**src/rtl/core/itfn_pkg.sv**
```systemverilog
`timescale 1ns / 1ps
// ----------------------------------------------------------------------------
// itfn_pkg
// Shared types, sizes and conversion functions for the indexed triangle
// flat-normal unit.
// ----------------------------------------------------------------------------
package itfn_pkg;

    localparam int VERTEX_SLOTS = 256;
    localparam int COORD_BITS   = 16;
    localparam int NORMAL_BITS  = 2 * COORD_BITS + 3;
    localparam int ADDR_W       = $clog2(VERTEX_SLOTS);

    // port field widths
    localparam int IDX_W        = 8;
    localparam int POS_W        = 16;
    localparam int NORM_W       = 35;
    localparam int IN_TDATA_W   = 56;
    localparam int OUT_TDATA_W  = 160;
    localparam int OUT_FIELDS_W = 3 * POS_W + 3 * NORM_W;

    localparam int QUEUE_DEPTH  = 2;

    localparam logic CMD_LOAD  = 1'b0;
    localparam logic CMD_INDEX = 1'b1;

    typedef logic signed [COORD_BITS-1:0]  coord_t;
    typedef logic signed [COORD_BITS:0]    diff_t;
    typedef logic signed [2*COORD_BITS+1:0] prod_t;
    typedef logic signed [NORMAL_BITS-1:0] norm_t;

    typedef struct packed {
        coord_t z;
        coord_t y;
        coord_t x;
    } point_t;

    typedef struct packed {
        diff_t z;
        diff_t y;
        diff_t x;
    } diff3_t;

    // closed triangle or partial-list error, as it leaves the corner stage
    typedef struct packed {
        logic   err;
        point_t p0;
        point_t p1;
        point_t p2;
    } face_t;

    typedef struct packed {
        logic   err;
        point_t p0;
        point_t p1;
        point_t p2;
        norm_t  nz;
        norm_t  ny;
        norm_t  nx;
    } packet_t;

    // low COORD_BITS of the raw field, zero filled above the field
    function automatic coord_t coord_from_field(input logic [POS_W-1:0] raw);
        coord_t r;
        for (int i = 0; i < COORD_BITS; i++) begin
            r[i] = (i < POS_W) ? raw[i] : 1'b0;
        end
        return r;
    endfunction

    function automatic logic [POS_W-1:0] coord_to_field(input coord_t c);
        logic [POS_W-1:0] r;
        for (int i = 0; i < POS_W; i++) begin
            r[i] = (i < COORD_BITS) ? c[i] : c[COORD_BITS-1];
        end
        return r;
    endfunction

    function automatic logic [NORM_W-1:0] norm_to_field(input norm_t n);
        logic [NORM_W-1:0] r;
        for (int i = 0; i < NORM_W; i++) begin
            r[i] = (i < NORMAL_BITS) ? n[i] : n[NORMAL_BITS-1];
        end
        return r;
    endfunction

    function automatic logic [ADDR_W-1:0] slot_addr(input logic [IDX_W-1:0] idx);
        logic [ADDR_W-1:0] a;
        for (int i = 0; i < ADDR_W; i++) begin
            a[i] = (i < IDX_W) ? idx[i] : 1'b0;
        end
        return a;
    endfunction

    function automatic logic slot_in_range(input logic [IDX_W-1:0] idx);
        return 32'(idx) < 32'(VERTEX_SLOTS);
    endfunction

endpackage

```
**src/rtl/core/itfn_outq.sv**
```systemverilog
`timescale 1ns / 1ps
// ----------------------------------------------------------------------------
// itfn_outq
// Two-entry face queue and serialiser: three corner transactions per face,
// one transaction per error entry.
// ----------------------------------------------------------------------------
module itfn_outq (
    input  logic                              clk,
    input  logic                              rst_n,
    input  logic                              push,
    input  itfn_pkg::packet_t                 push_pkt,
    output logic                              full,
    output logic                              m_tvalid,
    input  logic                              m_tready,
    // out_x, out_y, out_z, normal_x, normal_y, normal_z, zero pad
    output logic [itfn_pkg::OUT_TDATA_W-1:0] m_tdata,
    // partial_error
    output logic                              m_tuser,
    output logic                              m_tlast
);

    localparam logic [1:0] SUB_LAST = 2'd2;

    itfn_pkg::packet_t q_reg [itfn_pkg::QUEUE_DEPTH];
    logic [1:0]        count_reg, count_next;
    logic              head_reg, tail_reg;
    logic [1:0]        sub_reg, sub_next;
    itfn_pkg::packet_t head;
    itfn_pkg::point_t  corner;
    logic              fire;
    logic              pop;

    assign head     = q_reg[head_reg];
    assign m_tvalid = count_reg != 2'd0;
    assign full     = count_reg == 2'(itfn_pkg::QUEUE_DEPTH);
    assign fire     = m_tvalid && m_tready;
    assign m_tlast  = head.err || sub_reg == SUB_LAST;
    assign m_tuser  = head.err;
    assign pop      = fire && m_tlast;

    always_comb
    begin
        case (sub_reg)
            2'd0:    corner = head.p0;
            2'd1:    corner = head.p1;
            default: corner = head.p2;
        endcase
        if (head.err)
        begin
            m_tdata = '0;
        end
        else
        begin
            m_tdata = {
                (itfn_pkg::OUT_TDATA_W - itfn_pkg::OUT_FIELDS_W)'(0),
                itfn_pkg::norm_to_field(head.nz),
                itfn_pkg::norm_to_field(head.ny),
                itfn_pkg::norm_to_field(head.nx),
                itfn_pkg::coord_to_field(corner.z),
                itfn_pkg::coord_to_field(corner.y),
                itfn_pkg::coord_to_field(corner.x)
            };
        end
    end

    always_comb
    begin
        count_next = count_reg + 2'(push) - 2'(pop);
        sub_next   = sub_reg;
        if (fire)
        begin
            sub_next = pop ? 2'd0 : sub_reg + 2'd1;
        end
    end

    always_ff @(posedge clk or negedge rst_n)
    begin
        if (!rst_n)
        begin
            count_reg <= 2'd0;
            head_reg  <= 1'b0;
            tail_reg  <= 1'b0;
            sub_reg   <= 2'd0;
        end
        else
        begin
            count_reg <= count_next;
            sub_reg   <= sub_next;
            if (push)
            begin
                tail_reg <= ~tail_reg;
            end
            if (pop)
            begin
                head_reg <= ~head_reg;
            end
        end
    end

    always_ff @(posedge clk)
    begin
        if (push)
        begin
            q_reg[tail_reg] <= push_pkt;
        end
    end

    a_no_push_when_full: assert property (@(posedge clk) disable iff (!rst_n)
        push |-> !full)
        else $error("face pushed into a full queue");

    a_error_zeroed: assert property (@(posedge clk) disable iff (!rst_n)
        (m_tvalid && m_tuser) |-> (m_tlast && m_tdata == '0))
        else $error("error transaction not zeroed or not last");

    a_sub_restart: assert property (@(posedge clk) disable iff (!rst_n)
        pop |=> sub_reg == 2'd0)
        else $error("corner index not restarted after face");

    a_count_bound: assert property (@(posedge clk) disable iff (!rst_n)
        count_reg != 2'd3)
        else $error("queue occupancy out of range");

endmodule
```
**config.mk**
```make
export PLATFORM = sky130hd
export DESIGN_NAME = itfn_outq
export DESIGN_NICKNAME = d
export VERILOG_FILES = /design/src/rtl/core/itfn_pkg.sv /design/src/rtl/core/itfn_outq.sv
export SDC_FILE = /design/constraint.sdc
export NUM_CORES = 1
export LEC_CHECK = 0
export ABC_AREA = 1
export BUFFER_PORTS_ARGS = -buffer_cell sky130_fd_sc_hd__buf_2
export CAP_MARGIN = 30
export CELL_PAD_IN_SITES_DETAIL_PLACEMENT = 1
export CELL_PAD_IN_SITES_GLOBAL_PLACEMENT = 2
export CORE_MARGIN = 2
export CORE_UTILIZATION = 38
export DETAILED_ROUTE_END_ITERATION = 8
export PLACE_DENSITY = 0.81
export SYNTH_ARGS = -nofsm -noshare
export SYNTH_HDL_FRONTEND = slang
export SYNTH_SLANG_ARGS = --single-unit
```
**constraint.sdc**
```tcl
create_clock -name clk -period 21.8 [get_ports clk]
set_clock_uncertainty 0.1 [all_clocks]
set_input_delay 2.18 -clock clk [delete_from_list [all_inputs] [get_ports clk]]
set_output_delay 2.18 -clock clk [all_outputs]
set_load 0.01 [all_outputs]
```
==> summary.md <==
| Metric | Value |
|---|---|
| Relative max-transition margin | approximately 35% |
| Sequential Power Share | just under 40% |
| Sequential-to-total area share from yosys stat | slightly above 70% |
| Setup repair after global routing missed its margin | no |
| Number of buffers added for setup after CTS | 0 |
| Signal arrival time at the worst endpoint | between 4 and 5 ns |
| Number of synthesized register bits | just over 500 |
| Final standard cell area without fillers | ~25000 sq um |
| Endpoint of the worst hold path | sub_reg[1]$_DFFE_PN0P_ |
| Class of the most critical setup path | reg2out |
| Antenna violations before repair | 30 |
| Run status | complete, no violations |
| Largest driver fanout on the critical path | 90 |
| Average footprint of a synthesized cell | 10.8 sq um |
| Router iterations before antenna repair | 4 |
| Synth warnings | 0 |
| Top cells by area, synth | edfxtp_1 72%, nand2_1 17%, inv_1 4.9% |
| Total clock buffers created by CTS | 54 |
| Largest net degree at the start of global routing | around 130 |
| Slowest cell delay on critical path | ~0.9 ns |
| Library cell with the largest summed area after synthesis | edfxtp_1 |
| Min-Delay Path Class | reg2reg |
| Number of primary I/O pins | 418 |
| Crit path max-delay cell type | dfrtp_4 |
| Average detailed-routed wire length per instance | approximately 19 um |
| Max-slew violation count | 0 |
| Count of final hold-check violations | 0 |
| Clock Power Share | a little over a quarter |
| R2R setup slack | 18.41 ns |
| Power density of the placed cells | about 140 nW/um^2 |
| Antenna Violating Nets Remaining | 0 |
| GRT Resource Usage Total | ~20% |
| Hold Path Origin | sub_reg[1]$_DFFE_PN0P_ |
| Cells along the critical path | inv_6, nand2_1, nand2_2, inv_4, buf_4, nand2_1, inv_1, buf_2 |
| Number of port buffers | 410 |
| Number of cells after detailed placement | about 3000 |
| Fraction of final layout cells with drive strength greater than 1 | about 22% |
| Hold-fix buffers at CTS | 0 |
| Pint | approximately 0.0022 W |
| DRT iter0 DRCs | 539 |
| Max reg flops | 500 |
| Finish-stage setup viols | 0 |
| Sort of element at the start of the critical path | flip-flop |
| Number of remaining DRC errors | 0 |
| Clock Pin Slew Worst Setup and Hold Paths | ~0.050 ns |
| Clock sink count | 506 |
| Initial Utilization | 38.2% |
| Signed area change from the synthesized netlist to the final layout | 21.4% |
| Placed cell areas | 23600 sq um |
| Rows | between 80 and 90 |
| Final period utilization | 29.8% |
| Most frequent cell on the critical path | nand2_1 |
| Die outline area | between 50000 and 60000 sq um |
| Reg2reg start | tail_reg$_DFFE_PN0P_ |
| Fmax achieved | 154 MHz |
| Wire length after detailed routing | about 58000 um |
| Switching power total | ~0.0013 W |
| Share of power burned in combinational logic | a little over a third |
| RR Endpoint | q_reg[0][236]$_DFFE_PP_ |
| Proportion of total power due to net switching | 37.1% |
| Worst Setup End Kind | output pin |
| DIE WIDTH | 239 um |
| TritonCTS clock tree | done |
| Via count | around 14000 |
| Final cell count without fillers | approximately 3100 |
| Longest Clk Path Bufs | 3 |
| Die boundary height | 239 um |
| Final core occ | around 46% |
| H-tree Lvls | 2 |
| Depth of the worst hold-timing path | 2 |
| Number of global-route vias before repair | approximately 15000 |
| Clock latency on the worst-skew pair | 0.60 ns |
| Worst supply voltage drop on vdd | a little under 0.09 mV |
| Number of different library cells in the post-synthesis netlist | 18 |
| Setup_tns | 0 ns |
| Global-route wire length before repair | around 87000 um |
| Syn Inst Count | ~1900 |
| Number of nets in the finished design | 2600 |
| Static leakage power | 12.1 nW |
| Share of the synthesized area in the top cell type | 71.7% |
| Critical path data required time | slightly below 20 ns |
| Cell area after synthesis | approximately 21000 sq um |
| Shortest period the worst path allows | approximately 6.5 ns |
| Detail-routed via count per cell | 4.65 |
| R2R depth | 4 |
| MaxCap Viol Count | 0 |
| Remaining Overflow, GRT | 0 |
| Core footprint | about 55000 sq um |
| Final estimated routing congestion in global placement | roughly 0.76 |
| HPWL Detailed | ~38000 um |
| Worst-Margin Slew | slightly below 1 ns |
| Cell at the root of the clock tree | clkbuf_16 |
| CTS resizes | 0 |
-- cells in the mapped netlist, drive strengths merged --
cell type	count
buf	85
clkbuf	8
conb	1
dfrtp	6
edfxtp	500
ha	5
inv	281
nand2	944
nand3	107
nor2	4
xnor2	1
xor2	2
-- kinds of logic after synthesis --
family / after synthesis / share of synthesized area (%)
AND/OR/NAND/NOR: 1055 / 19.6
flip-flops: 506 / 72.4
buffers and inverters: 374 / 7.58
adder cells (fa/ha/maj): 5 / 0.299
XOR/XNOR: 3 / 0.125
other: 1 / 0.0179
-- placed cells by master, fill, tap and decap left out, types with 6 or more instances in the layout --
cell         n
diode_2     18
nand3_1    107
buf_4       14
buf_2      410
conb_1       7
clkbuf_16   55
inv_2        8
inv_1      270
bufinv_16    6
clkbuf_1    12
clkinv_2    15
clkinv_1     9
nand2_1    942
edfxtp_1   500
-- power by group through the flow --
stage	sequential [W]	combinational, W	clock, W
after floorplan	0.00141	0.000792	0
after global placement	0.00137	0.00121	0
after detailed placement	0.00138	0.00125	0
after CTS	0.00136	0.00126	0.000933
after global routing	0.00137	0.00139	0.000968
final	0.00136	0.00122	0.000908
-- how the worst max path moves through the flow --
stage                             to                  from  cells after the start  slack (ns)
3_3_place_gp             m_tdata[46]  head_reg$_DFFE_PN0P_                      8       15.84
3_5_place_dp             m_tdata[46]  head_reg$_DFFE_PN0P_                      8       15.80
2_1_floorplan  q_reg[0][0]$_DFFE_PP_                  push                      2        8.16
4_1_cts                  m_tdata[46]  head_reg$_DFFE_PN0P_                      8       15.11
5_1_grt                 m_tdata[145]  head_reg$_DFFE_PN0P_                      8       14.95
6_report                m_tdata[151]  head_reg$_DFFE_PN0P_                      8       15.30
-- cell type report --
type | instances | area, sq um
flip-flops and latches | 506 | 15200
diodes | 18 | 45.0
fillers | 6131 | 29300
clock inverters | 33 | 329
well taps | 704 | 881
repair buffers | 428 | 2260
multi-input cells | 1070 | 4250
clock buffers | 67 | 1420
inverters | 281 | 1070
-- routing by layer --
| layer | share of wire (%) | global-route usage (%) | up-vias |
|---|---|---|---|
| met3 | 6.4 | 4.67 | 98 |
| met1 | 39 | 23.6 | 7050 |
| met2 | 52 | 36.4 | 313 |
| li1 | - | - | 6950 |
| met5 | 0.33 | 0 | - |
| met4 | 2.6 | 7.03 | 28 |
-- worst max-delay path: cells and delay by family (launching register included) --
family	cells	cell delay (ns)
flip-flops	1	0.89
AND/OR/NAND/NOR	3	0.46
buffers and inverters	5	2.06
-- through the flow --
stage / setup WS [ns] / power, W / hold WS [ns]
after global placement: 15.84 / 0.00258 / 0.398
final: 15.30 / 0.00349 / 0.426
after floorplan: 8.16 / 0.00220 / 0.363
after detailed placement: 15.80 / 0.00263 / 0.420
after CTS: 15.11 / 0.00355 / 0.434
after global routing: 14.95 / 0.00373 / 0.449
Power figures use the tool's default switching activity.
