## config.mk

```make
export PLATFORM = sky130hd
export DESIGN_NAME = itfn_corner
export DESIGN_NICKNAME = d
export VERILOG_FILES = /design/src/rtl/core/itfn_pkg.sv /design/src/rtl/core/itfn_corner.sv
export SDC_FILE = /design/constraint.sdc
export NUM_CORES = 1
export LEC_CHECK = 0
export BUFFER_PORTS_ARGS = -buffer_cell sky130_fd_sc_hd__buf_2
export CORE_ASPECT_RATIO = 1.75
export CORE_UTILIZATION = 58
export CTS_BUF_LIST = sky130_fd_sc_hd__clkbuf_4 sky130_fd_sc_hd__clkbuf_8
export CTS_CLUSTER_DIAMETER = 200
export DETAILED_ROUTE_END_ITERATION = 10
export PLACE_DENSITY = 0.85
export SETUP_SLACK_MARGIN = 0.2
export SLEW_MARGIN = 0
export SYNTH_ARGS = -nofsm -noshare
export SYNTH_HDL_FRONTEND = slang
export SYNTH_SLANG_ARGS = --single-unit
```

## constraint.sdc

```tcl
create_clock -name clk -period 15.3 [get_ports clk]
set_clock_uncertainty 0.1 [all_clocks]
set_input_delay 0.765 -clock clk [delete_from_list [all_inputs] [get_ports clk]]
set_output_delay 0.765 -clock clk [all_outputs]
set_load 0.005 [all_outputs]
```

## src/rtl/core/itfn_pkg.sv

```systemverilog
`timescale 1ns / 1ps
// ----------------------------------------------------------------------------
// itfn_pkg
// Shared types, sizes and conversion functions for the indexed triangle
// flat-normal unit.
// ----------------------------------------------------------------------------
package itfn_pkg;

    localparam int VERTEX_SLOTS = 256;
    localparam int COORD_BITS   = 16;
    localparam int NORMAL_BITS  = 2 * COORD_BITS + 3;
    localparam int ADDR_W       = $clog2(VERTEX_SLOTS);

    // port field widths
    localparam int IDX_W        = 8;
    localparam int POS_W        = 16;
    localparam int NORM_W       = 35;
    localparam int IN_TDATA_W   = 56;
    localparam int OUT_TDATA_W  = 160;
    localparam int OUT_FIELDS_W = 3 * POS_W + 3 * NORM_W;

    localparam int QUEUE_DEPTH  = 2;

    localparam logic CMD_LOAD  = 1'b0;
    localparam logic CMD_INDEX = 1'b1;

    typedef logic signed [COORD_BITS-1:0]  coord_t;
    typedef logic signed [COORD_BITS:0]    diff_t;
    typedef logic signed [2*COORD_BITS+1:0] prod_t;
    typedef logic signed [NORMAL_BITS-1:0] norm_t;

    typedef struct packed {
        coord_t z;
        coord_t y;
        coord_t x;
    } point_t;

    typedef struct packed {
        diff_t z;
        diff_t y;
        diff_t x;
    } diff3_t;

    // closed triangle or partial-list error, as it leaves the corner stage
    typedef struct packed {
        logic   err;
        point_t p0;
        point_t p1;
        point_t p2;
    } face_t;

    typedef struct packed {
        logic   err;
        point_t p0;
        point_t p1;
        point_t p2;
        norm_t  nz;
        norm_t  ny;
        norm_t  nx;
    } packet_t;

    // low COORD_BITS of the raw field, zero filled above the field
    function automatic coord_t coord_from_field(input logic [POS_W-1:0] raw);
        coord_t r;
        for (int i = 0; i < COORD_BITS; i++) begin
            r[i] = (i < POS_W) ? raw[i] : 1'b0;
        end
        return r;
    endfunction

    function automatic logic [POS_W-1:0] coord_to_field(input coord_t c);
        logic [POS_W-1:0] r;
        for (int i = 0; i < POS_W; i++) begin
            r[i] = (i < COORD_BITS) ? c[i] : c[COORD_BITS-1];
        end
        return r;
    endfunction

    function automatic logic [NORM_W-1:0] norm_to_field(input norm_t n);
        logic [NORM_W-1:0] r;
        for (int i = 0; i < NORM_W; i++) begin
            r[i] = (i < NORMAL_BITS) ? n[i] : n[NORMAL_BITS-1];
        end
        return r;
    endfunction

    function automatic logic [ADDR_W-1:0] slot_addr(input logic [IDX_W-1:0] idx);
        logic [ADDR_W-1:0] a;
        for (int i = 0; i < ADDR_W; i++) begin
            a[i] = (i < IDX_W) ? idx[i] : 1'b0;
        end
        return a;
    endfunction

    function automatic logic slot_in_range(input logic [IDX_W-1:0] idx);
        return 32'(idx) < 32'(VERTEX_SLOTS);
    endfunction

endpackage

```

## src/rtl/core/itfn_corner.sv

```systemverilog
`timescale 1ns / 1ps
// ----------------------------------------------------------------------------
// itfn_corner
// Keeps the open triangle's corners, closes each third index into a face
// and forms the edge vectors; flags a list ending on a partial triangle.
// ----------------------------------------------------------------------------
module itfn_corner (
    input  logic                   clk,
    input  logic                   rst_n,
    input  logic                   adv,
    input  logic                   in_valid,
    input  logic                   in_hit,
    input  logic                   in_eol,
    input  itfn_pkg::point_t       rd_data,
    output logic                   out_valid,
    output itfn_pkg::face_t        out_face,
    output itfn_pkg::diff3_t       out_u,
    output itfn_pkg::diff3_t       out_v
);

    localparam logic [1:0] CNT_ZERO = 2'd0;
    localparam logic [1:0] CNT_ONE  = 2'd1;
    localparam logic [1:0] CNT_TWO  = 2'd2;

    logic [1:0]        count_reg, count_next;
    itfn_pkg::point_t  first_reg, first_next;
    itfn_pkg::point_t  second_reg, second_next;
    logic              valid_reg, valid_next;
    itfn_pkg::face_t   face_reg, face_next;
    itfn_pkg::diff3_t  u_reg, u_next;
    itfn_pkg::diff3_t  v_reg, v_next;
    itfn_pkg::point_t  p;

    always_comb
    begin
        // slot beyond the table reads as the origin
        p           = in_hit ? rd_data : '0;
        count_next  = count_reg;
        first_next  = first_reg;
        second_next = second_reg;
        valid_next  = valid_reg;
        face_next   = face_reg;
        u_next      = u_reg;
        v_next      = v_reg;
        if (adv)
        begin
            valid_next = 1'b0;
            if (in_valid)
            begin
                case (count_reg)
                    CNT_TWO:
                    begin
                        valid_next   = 1'b1;
                        face_next.err = 1'b0;
                        face_next.p0 = first_reg;
                        face_next.p1 = second_reg;
                        face_next.p2 = p;
                        u_next.x = itfn_pkg::diff_t'(second_reg.x) - itfn_pkg::diff_t'(first_reg.x);
                        u_next.y = itfn_pkg::diff_t'(second_reg.y) - itfn_pkg::diff_t'(first_reg.y);
                        u_next.z = itfn_pkg::diff_t'(second_reg.z) - itfn_pkg::diff_t'(first_reg.z);
                        v_next.x = itfn_pkg::diff_t'(p.x) - itfn_pkg::diff_t'(first_reg.x);
                        v_next.y = itfn_pkg::diff_t'(p.y) - itfn_pkg::diff_t'(first_reg.y);
                        v_next.z = itfn_pkg::diff_t'(p.z) - itfn_pkg::diff_t'(first_reg.z);
                        count_next = CNT_ZERO;
                    end
                    CNT_ONE:
                    begin
                        second_next = p;
                        count_next  = CNT_TWO;
                    end
                    default:
                    begin
                        first_next = p;
                        count_next = CNT_ONE;
                    end
                endcase
                // end mark on an open triangle: zeroed error transaction
                if (in_eol && count_reg != CNT_TWO)
                begin
                    valid_next    = 1'b1;
                    face_next     = '0;
                    face_next.err = 1'b1;
                    u_next        = '0;
                    v_next        = '0;
                    count_next    = CNT_ZERO;
                end
            end
        end
    end

    always_ff @(posedge clk or negedge rst_n)
    begin
        if (!rst_n)
        begin
            count_reg <= CNT_ZERO;
            valid_reg <= 1'b0;
        end
        else
        begin
            count_reg <= count_next;
            valid_reg <= valid_next;
        end
    end

    always_ff @(posedge clk)
    begin
        first_reg  <= first_next;
        second_reg <= second_next;
        face_reg   <= face_next;
        u_reg      <= u_next;
        v_reg      <= v_next;
    end

    assign out_valid = valid_reg;
    assign out_face  = face_reg;
    assign out_u     = u_reg;
    assign out_v     = v_reg;

endmodule

```

==> impl_metrics.json, run 1 <==
{
  "run_status": "finished clean",
  "grt_setup_unrepaired": "no",
  "hp-start": "adv",
  "seq_area_frac_synth_pct": 61.65,
  "wl_um": 40150,
  "slowest_stage": "buf_2",
  "leakage_nw": 7.992,
  "wl_per_cell_um": 19.19,
  "die_w_um": 130.8,
  "core_um2": 28630,
  "clockBufferDepth": 3,
  "fmax_ghz": 0.2890,
  "synthFlopType": "edfxtp_1",
  "worstSetupStartpointType": "input pin",
  "grt_pass1_vias": 11570,
  "power_w": 0.002344,
  "top_usage_layer": "met2",
  "use_met3_pct": 4.583,
  "grt_pass1_wl_um": 59820,
  "synth_top_family_by_area": "simple AND/OR/NAND/NOR gates",
  "area_growth_pct": 16.75,
  "postCtsSetupRepairBufs": 0,
  "fin_crit_sh_pct": 22.61,
  "synthAdderAreaFrac_pct": 7.999,
  "hold_depth": 2,
  "cts_buffers": 46,
  "fin_setup_tns_ps": 0,
  "setup_viol": 0,
  "slew_headroom_pct": 31.76,
  "post-place-ws_ps": 11330,
  "crit_buf_inv": 1,
  "boundaryPins": 302,
  "initial_utilization_pct": 58.79,
  "gr-total-overflow": 0,
  "place_inst": 2007,
  "root_buffer": "clkbuf_8",
  "critPathKind": "in2reg",
  "netlist_instances": 1368,
  "synthXorXnorAreaFrac_pct": 2.810,
  "dr.pass1.iters": 5,
  "globalRouteTotalUtil_pct": 27.06,
  "slew_viol_final": 0,
  "antenna_found_initial": 3,
  "vias": 11830,
  "clkTransAtPathRegs_ps": 70,
  "r2r-end": "out_face[76]$_SDFFCE_PP0P_",
  "dpl.hpwl_um": 28370,
  "cp_slowest_stage_delay_ps": 700,
  "cts_tree": "yes",
  "worstMarginPinSlew_ps": 1024,
  "gr-usage-met1_pct": 29.93,
  "gp_congestion": 0.9847,
  "num_rows": 82,
  "hold_path_end": "out_valid$_DFFE_PN0P_",
  "worstPathArrival_ps": 3690,
  "cp.required_ps": 15530,
  "fin_cells": 2092,
  "r2r-start": "count_reg[0]$_DFFE_PN0P_",
  "clk_latency_ps": 600,
  "yosys.area_share.simple_pct": 14.27,
  "vias_per_cell": 5.653,
  "port_buffers": 301,
  "die_height_um": 227.3,
  "synth_nets": 1526,
  "layout-drive-gt1-share_pct": 24.24,
  "async_reset_ff_share_pct": 0.8671,
  "timing.final.ws_setup_ps": 11840,
  "rr_worst_depth": 6,
  "nFillCells": 2059,
  "synth.distinct_cells": 63,
  "yosys_warnings": 0,
  "grt_max_degree": 200,
  "whs_ps": 317.6,
  "drt_iter0_markers": 734,
  "critical_path.top_delay_family": "compound AO/OA/AOI/OAI gates",
  "dieArea_um2": 29730,
  "cp-end-kind": "register",
  "syn-cell-area_um2": 16830,
  "syn_area_per_cell_um2": 12.30,
  "synth_seq_cells": 346,
  "drtAntennaViolNets": 0,
  "drc": 0,
  "crit_chain": "buf_2, nand2_1, ha_1, fa_1, nor2b_1, o31a_1, o21ai_2, o221ai_2, nand4_1, a41o_1",
  "ctsHtreeMaxLevel": 2,
  "synth_compound_area_share_pct": 9.776,
  "finalHoldViolCount": 0,
  "critical_path.max_fanout": 48,
  "clkSinkCount": 346,
  "maxCapViolations": 0,
  "largest_register_ffs": 145,
  "grt.met2_usage_pct": 47.58,
  "layout_min_cycle_time_ps": 3460,
  "p_per_area_nw_per_um2": 119.3,
  "ir_worst_vdd_mv": 0.1182,
  "synth_edf_count": 343,
  "synth.mux.area_fraction_pct": 0.8327,
  "fin_nets": 1836,
  "r2r_setup_slack_ps": 12290,
  "hold_path.class": "in2reg"
}
==> Yosys cell counts (6+ instances only) <==
library cell	n	area share, %
nor3_1	15	0.45
a31oi_1	12	0.45
clkbuf_1	37	0.83
nand3_1	14	0.42
inv_1	68	1.5
buf_2	7	0.21
mux2i_1	14	0.83
fa_1	6	0.71
ha_1	98	7.3
a21oi_2	6	0.31
nand2b_1	30	1.1
nand4_1	12	0.45
nor2_1	179	4.0
edfxtp_1	343	61
o21ai_0	47	1.4
a21oi_1	65	1.9
nor2b_1	16	0.59
o21ai_1	11	0.33
a211oi_1	11	0.49
a21o_1	11	0.49
nand2_1	86	1.9
xnor2_1	36	1.9
o21a_1	15	0.67
o31a_1	11	0.57
o21ai_2	6	0.31
xor2_1	18	0.94
and2_1	130	4.8
==> how the worst max path moves through the flow <==
stage / startpoint / to / slack, ps / cells past startpoint
2_1_floorplan: in_eol / out_face[0]$_SDFFCE_PP0P_ / 3180 / 2
3_3_place_gp: in_hit / out_v[16]$_SDFFCE_PP0P_ / 11450 / 10
3_5_place_dp: in_hit / out_v[16]$_SDFFCE_PP0P_ / 11330 / 10
4_1_cts: in_hit / out_v[16]$_SDFFCE_PP0P_ / 11930 / 10
5_1_grt: in_hit / out_v[16]$_SDFFCE_PP0P_ / 11740 / 10
6_report: in_hit / out_v[16]$_SDFFCE_PP0P_ / 11840 / 10
==> report_power, final <==
| group | internal, W | switching [W] | total (W) | leakage [nW] |
|---|---|---|---|---|
| clock network | 0.000371 | 0.000341 | 0.000712 | 0.486 |
| registers | 0.00114 | 0.0000232 | 0.00116 | 3.26 |
| logic | 0.000179 | 0.000295 | 0.000474 | 4.25 |
==> layout by cell type, fill, tap and decap left out, drive strengths merged, types with 15 or more instances in the layout <==
cell	count
inv	69
nor2b	19
o21ai	64
a21oi	72
edfxtp	343
nand2b	30
xor2	18
ha	98
a211oi	15
xnor2	36
nor2	179
clkinv	18
and2	130
o21a	15
nand2	86
buf	307
clkbuf	58
nor3	15
==> layer usage <==
metal | vias up | share of wire (%)
met4 | 2 | 6.3
met3 | 145 | 6.4
met1 | 5606 | 36
li1 | 5538 | -
met5 | - | 0.025
met2 | 535 | 52
==> kinds of logic after synthesis <==
| logic type | count (synthesis) |
|---|---|
| AO/OA/AOI/OAI | 243 |
| XOR/XNOR | 54 |
| adder cells (fa/ha/maj) | 104 |
| buffers and inverters | 115 |
| flip-flops | 346 |
| multiplexers | 14 |
| AND/OR/NAND/NOR | 492 |
==> area by class of cell <==
type | instances | area, um2 | area share [%]
flip-flops and latches | 346 | 10380 | 52.80
multi-input cells | 907 | 6023 | 30.65
repair buffers | 308 | 1574 | 8.011
clock buffers | 58 | 742.0 | 3.776
well taps | 378 | 473.0 | 2.407
inverters | 69 | 261.5 | 1.331
clock inverters | 24 | 195.2 | 0.9934
diodes | 2 | 5.005 | 0.02547
==> stage by stage <==
stage | util, % | area [um2]
2_1_floorplan | - | 16830
3_3_place_gp | 65.32 | 18700
3_5_place_dp | 65.32 | 18700
4_1_cts | 68.62 | 19640
5_1_grt | 68.64 | 19650
6_report | 68.64 | 19650
==> what timing repair did <==
| item | CTS | global route |
|---|---|---|
| gates resized for setup | 0 | 0 |
| hold buffers | 1 | 0 |
| hold endpoints to repair | 3 | 0 |
(Power assumes the default switching activity.)
==> inputs of run 2 (changes only) <==
==> constraint.sdc (replaced) <==
create_clock -name clk -period 3.2 [get_ports clk]
set_clock_uncertainty 0.1 [all_clocks]
set_input_delay 0.16 -clock clk [delete_from_list [all_inputs] [get_ports clk]]
set_output_delay 0.16 -clock clk [all_outputs]
set_load 0.005 [all_outputs]
==> impl_metrics.json, run 2 (synthesis gave the netlist of run 1 again) <==
{
  "run_status": "finished clean",
  "drt_iter0_markers": 686,
  "worstPathArrival_ps": 2900,
  "num_rows": 82,
  "cts_resized": 0,
  "cts_buffers": 48,
  "ctsHtreeMaxLevel": 2,
  "hold_path.class": "in2reg",
  "hold_path_end": "out_face[16]$_SDFFCE_PP0P_",
  "die_w_um": 130.8,
  "hp-start": "in_hit",
  "power_w": 0.01124,
  "final_cell_mix": "edfxtp_1, buf_2, nor2_1, and2_1, ha_1",
  "antenna_found_initial": 1,
  "dpl.hpwl_um": 28820,
  "postCtsSetupRepairBufs": 0,
  "wl_um": 41450,
  "r2r_setup_slack_ps": 550,
  "clkSinkCount": 346,
  "slowest_stage": "edfxtp_1",
  "p_per_area_nw_per_um2": 554.4,
  "nFillCells": 1922,
  "grt_max_degree": 144,
  "critPathKind": "reg2reg",
  "r2r-start": "first_reg[0]$_DFFE_PP_",
  "crit_chain": "ha_1, fa_1, nor2b_1, o31a_1, o21ai_2, o221ai_2, nand4_1, a41o_1",
  "cp_slowest_stage_delay_ps": 420,
  "drtAntennaViolNets": 0,
  "grt_pass1_vias": 12090,
  "clkTransAtPathRegs_ps": 70,
  "vias_per_cell": 5.639,
  "boundaryPins": 302,
  "largest_register_ffs": 145,
  "root_buffer": "clkbuf_8",
  "p_switching_w": 0.003205,
  "p_int_w": 0.008034,
  "design_area_um2": 20270,
  "seqPwrFrac_pct": 49.2,
  "cp-end-kind": "register",
  "dr.pass1.iters": 5,
  "fin_nets": 1897,
  "cp.required_ps": 3450,
  "initial_utilization_pct": 58.79,
  "area_growth_pct": 20.46,
  "power_frac_comb_pct": 21.1,
  "worstSetupStartpointType": "register",
  "setup_viol": 0,
  "dieArea_um2": 29730,
  "mostFrequentLayoutCell": "edfxtp_1",
  "postLayoutCoreUtil_pct": 70.82,
  "clockBufferDepth": 3,
  "grt_pass1_wl_um": 62850,
  "vias": 12160,
  "cts_hold_buffers": 53,
  "switching_share_pct": 28.52,
  "fmax_ghz": 0.3776,
  "leakage_nw": 8.252,
  "clkPwrFrac_pct": 29.6,
  "clk_latency_ps": 600,
  "placed_area_um2": 18810,
  "gp_congestion": 0.9637,
  "port_buffers": 301,
  "maxCapViolations": 0,
  "slew_viol_final": 0,
  "globalRouteTotalUtil_pct": 28.19,
  "r2r-end": "out_v[16]$_SDFFCE_PP0P_",
  "worstMarginPinSlew_ps": 783.8,
  "grt_setup_unrepaired": "no",
  "crit_buf_inv": 0,
  "critical_path.max_fanout": 3,
  "critical_path.top_delay_family": "compound AO/OA/AOI/OAI gates",
  "hold_depth": 3,
  "layout-drive-gt1-share_pct": 23.58,
  "cts_tree": "yes",
  "ir_worst_vdd_mv": 0.4196,
  "layout_min_cycle_time_ps": 2649,
  "gr-total-overflow": 0,
  "finalHoldViolCount": 0,
  "wl_per_cell_um": 19.22,
  "fin_crit_sh_pct": 82.77,
  "drc": 0,
  "die_height_um": 227.3,
  "slew_headroom_pct": 47.74,
  "core_um2": 28630,
  "rr_worst_depth": 8
}
-- run 2: cell count changes in the layout (fill, tap and decap cells not counted), sizes merged --
cell | previous run | this run
bufinv | 3 | 2
clkbuf | 58 | 56
dlygate4sd3 | 1 | 53
buf | 307 | 314
clkinvlp | 3 | 4
clkinv | 18 | 26
-- run 2: worst max-delay path by stage --
stage                              from                        end  cells after the start
2_1_floorplan  count_reg[0]$_DFFE_PN0P_  out_face[0]$_SDFFCE_PP0P_                      4
3_3_place_gp                     in_hit    out_v[16]$_SDFFCE_PP0P_                     10
3_5_place_dp                     in_hit    out_v[16]$_SDFFCE_PP0P_                     10
4_1_cts          first_reg[0]$_DFFE_PP_    out_u[16]$_SDFFCE_PP0P_                      8
5_1_grt          first_reg[0]$_DFFE_PP_    out_v[16]$_SDFFCE_PP0P_                      8
6_report         first_reg[0]$_DFFE_PP_    out_v[16]$_SDFFCE_PP0P_                      8
-- run 2: final cells by class --
class                      count  area (um2)  area share [%]
inverter                      69       261.5           1.290
antenna                        2       5.005         0.02469
clock buffer                  56       726.9           3.586
tap                          378       473.0           2.333
timing repair buffer         367        2210           10.90
clock inverter                32       196.4          0.9690
multi-input combinational    907        6026           29.72
sequential                   346       10380           51.18
-- run 2: worst reg2reg max path, stage by stage (launching register included) --
cell	delay (ps)
edfxtp_1	420
ha_1	270
fa_1	410
nor2b_1	220
o31a_1	220
o21ai_2	120
o221ai_2	260
nand4_1	130
a41o_1	260
-- run 2: per-stage QoR --
stage                     std cells  setup slack (ps)  TNS (ps)  hold slack, ps
after floorplan                1368             -1593   -393520          -235.6
after global placement         2014             433.7         0          -143.1
after detailed placement       2014             360.4         0          -133.5
after CTS                      2155             604.6         0           41.18
after global routing           2155             482.8         0           126.5
final                          2157             551.4         0           102.6
-- run 2: metal layers --
metal	part of all wire, %	track usage, %	wire length [um]
met1	35	30.66	14640
met2	53	50.06	21770
met3	6.2	4.865	2558
met4	6.0	17.83	2484
met5	0	0	0
-- run 2: power by group through the flow --
stage          combinational [W]  sequential [W]  clock [W]
6_report                 0.00238         0.00553    0.00333
5_1_grt                  0.00261         0.00556    0.00354
4_1_cts                  0.00235         0.00553    0.00339
3_5_place_dp             0.00228         0.00562          0
3_3_place_gp             0.00222         0.00562          0
2_1_floorplan            0.00155         0.00564          0
==> inputs of run 3 (changes only) <==
--- a/config.mk
+++ b/config.mk
@@ -7,11 +7,11 @@
 export LEC_CHECK = 0
 export BUFFER_PORTS_ARGS = -buffer_cell sky130_fd_sc_hd__buf_2
 export CORE_ASPECT_RATIO = 1.75
-export CORE_UTILIZATION = 58
+export CORE_UTILIZATION = 53
 export CTS_BUF_LIST = sky130_fd_sc_hd__clkbuf_4 sky130_fd_sc_hd__clkbuf_8
 export CTS_CLUSTER_DIAMETER = 200
 export DETAILED_ROUTE_END_ITERATION = 10
-export PLACE_DENSITY = 0.85
+export PLACE_DENSITY = 0.82
 export SETUP_SLACK_MARGIN = 0.2
 export SLEW_MARGIN = 0
 export SYNTH_ARGS = -nofsm -noshare
==> constraint.sdc (replaced) <==
create_clock -name clk -period 2.4 [get_ports clk]
set_clock_uncertainty 0.1 [all_clocks]
set_input_delay 0.12 -clock clk [delete_from_list [all_inputs] [get_ports clk]]
set_output_delay 0.12 -clock clk [all_outputs]
set_load 0.005 [all_outputs]
==> impl_metrics.json, run 3 (synthesis gave the netlist of run 1 again) <==
{
  "run_status": "complete, but fails checks",
  "violations": "setup timing",
  "slew_headroom_pct": 55.25,
  "postLayoutCoreUtil_pct": 72.01,
  "initial_utilization_pct": 53.56,
  "boundaryPins": 302,
  "largest_register_ffs": 145,
  "cp_slowest_stage_delay_ps": 550,
  "r2r-start": "first_reg[32]$_DFFE_PP_",
  "root_buffer": "clkbuf_8",
  "whs_ps": 72.54,
  "worstSetupPathDepth": 9,
  "timing.final.ws_setup_ps": -154.6,
  "maxCapViolations": 0,
  "die_height_um": 237.7,
  "vias": 13460,
  "fin_nets": 2065,
  "finalHoldViolCount": 0,
  "antenna_found_initial": 3,
  "startpoint": "first_reg[32]$_DFFE_PP_",
  "die_w_um": 136.7,
  "drt_iter0_markers": 918,
  "slew_viol_final": 0,
  "area_growth_pct": 34.44,
  "gr-total-overflow": 0,
  "cp.required_ps": 2600,
  "vias_per_cell": 5.753,
  "seqCellArea_um2": 10380,
  "worstPathArrival_ps": 2750,
  "ctsHtreeMaxLevel": 2,
  "crit_chain": "ha_4, fa_2, nor2b_4, buf_4, buf_6, buf_4, buf_4, buf_4, nor3_1",
  "worstMarginPinSlew_ps": 666.1,
  "critical_path.top_delay_family": "buffers and inverters",
  "path_common_cell": "buf_4",
  "core_um2": 31420,
  "setup_viol": 13,
  "cp-end-kind": "register",
  "grt_setup_unrepaired": "yes",
  "port_buffers": 301,
  "dpl.hpwl_um": 31440,
  "gp_congestion": 0.9856,
  "clkTransAtPathRegs_ps": 70,
  "critPathCapture": "out_v[36]$_SDFFCE_PP0P_",
  "grt_pass1_vias": 13460,
  "design_area_um2": 22630,
  "ir_worst_vdd_mv": 0.5792,
  "fmax_ghz": 0.3914,
  "layout_min_cycle_time_ps": 2555,
  "grt_pass1_wl_um": 70100,
  "nFillCells": 1941,
  "drc": 0,
  "final_cell_mix": "edfxtp_1, buf_2, nor2_1, buf_4, and2_1",
  "dieArea_um2": 32500,
  "clkSinkCount": 346,
  "clockBufferDepth": 3,
  "fin_crit_sh_pct": 106.4,
  "rr_worst_depth": 9,
  "grt_max_degree": 97,
  "critical_path.max_fanout": 3,
  "p_per_area_nw_per_um2": 716.1,
  "dr.pass1.iters": 7,
  "placed_area_um2": 19680,
  "slowest_stage": "nor3_1",
  "globalRouteTotalUtil_pct": 28.71,
  "crit_buf_inv": 5,
  "r2r-end": "out_v[36]$_SDFFCE_PP0P_",
  "leakage_nw": 9.285,
  "hold_path.class": "in2reg",
  "wl_per_cell_um": 20.98,
  "worstSetupStartpointType": "register",
  "multi_input_area_um2": 6878,
  "cts_buffers": 47,
  "mostFrequentLayoutCell": "edfxtp_1",
  "drtAntennaViolNets": 0,
  "r2r_setup_slack_ps": -150,
  "num_rows": 86,
  "power_w": 0.01620,
  "clk_latency_ps": 600,
  "cts_tree": "yes",
  "layout-drive-gt1-share_pct": 37.38,
  "wl_um": 49070,
  "hp-start": "in_hit",
  "critPathKind": "reg2reg"
}
==> run 3: repair_timing <==
| action | 4_1_cts | 5_1_grt |
|---|---|---|
| setup endpoints to repair | 62 | 73 |
| resized for setup | 88 | 117 |
| hold buffers | 56 | 0 |
| setup buffers | 42 | 29 |
| endpoints found under the hold margin | 153 | 0 |
| pin swaps | 58 | 88 |
==> run 3: worst min-delay path, delay by kind of cell <==
kind / cells / cell delay (ps)
simple gates: 1 / 90
buf+inv: 3 / 400
==> run 3: stage by stage <==
step | TNS, ps | setup slack (ps) | cells
2_1_floorplan | -591120 | -2393 | 1368
3_3_place_gp | -432.9 | -174.5 | 2127
3_5_place_dp | -1116 | -204.0 | 2127
6_report | -657.1 | -154.6 | 2339
4_1_cts | 0 | 4.089 | 2309
5_1_grt | -2264 | -333.3 | 2339
==> run 3: report_power, final <==
part           switching, W  internal, W
Sequential         0.000155      0.00724
Combinational       0.00237      0.00185
Clock               0.00220      0.00239
==> run 3: worst min-delay path by stage <==
stage	end	slack, ps	cells past startpoint
6_report	second_reg[33]$_DFFE_PP_	70	4
5_1_grt	out_face[17]$_SDFFCE_PP0P_	70	4
4_1_cts	first_reg[33]$_DFFE_PP_	20	4
3_5_place_dp	out_valid$_DFFE_PN0P_	-170	1
3_3_place_gp	out_valid$_DFFE_PN0P_	-170	1
2_1_floorplan	count_reg[0]$_DFFE_PN0P_	-280	0
==> run 3: area by class of cell <==
class	count	area share [%]
Sequential cell	346	45.86
Multi-Input combinational cell	907	30.40
Timing Repair Buffer	536	16.16
Clock buffer	66	3.572
Tap cell	396	2.190
Inverter	69	1.178
Clock inverter	18	0.6360
Antenna cell	1	0.01106
==> run 3: layer usage <==
| metal | vias up | GRT usage, % | part of all wire (%) |
|---|---|---|---|
| li1 | 5995 | - | - |
| met1 | 6420 | 29.69 | 33 |
| met2 | 776 | 51.87 | 53 |
| met3 | 261 | 4.180 | 6.2 |
| met4 | 4 | 20.54 | 8.0 |
| met5 | - | 0 | 0.057 |
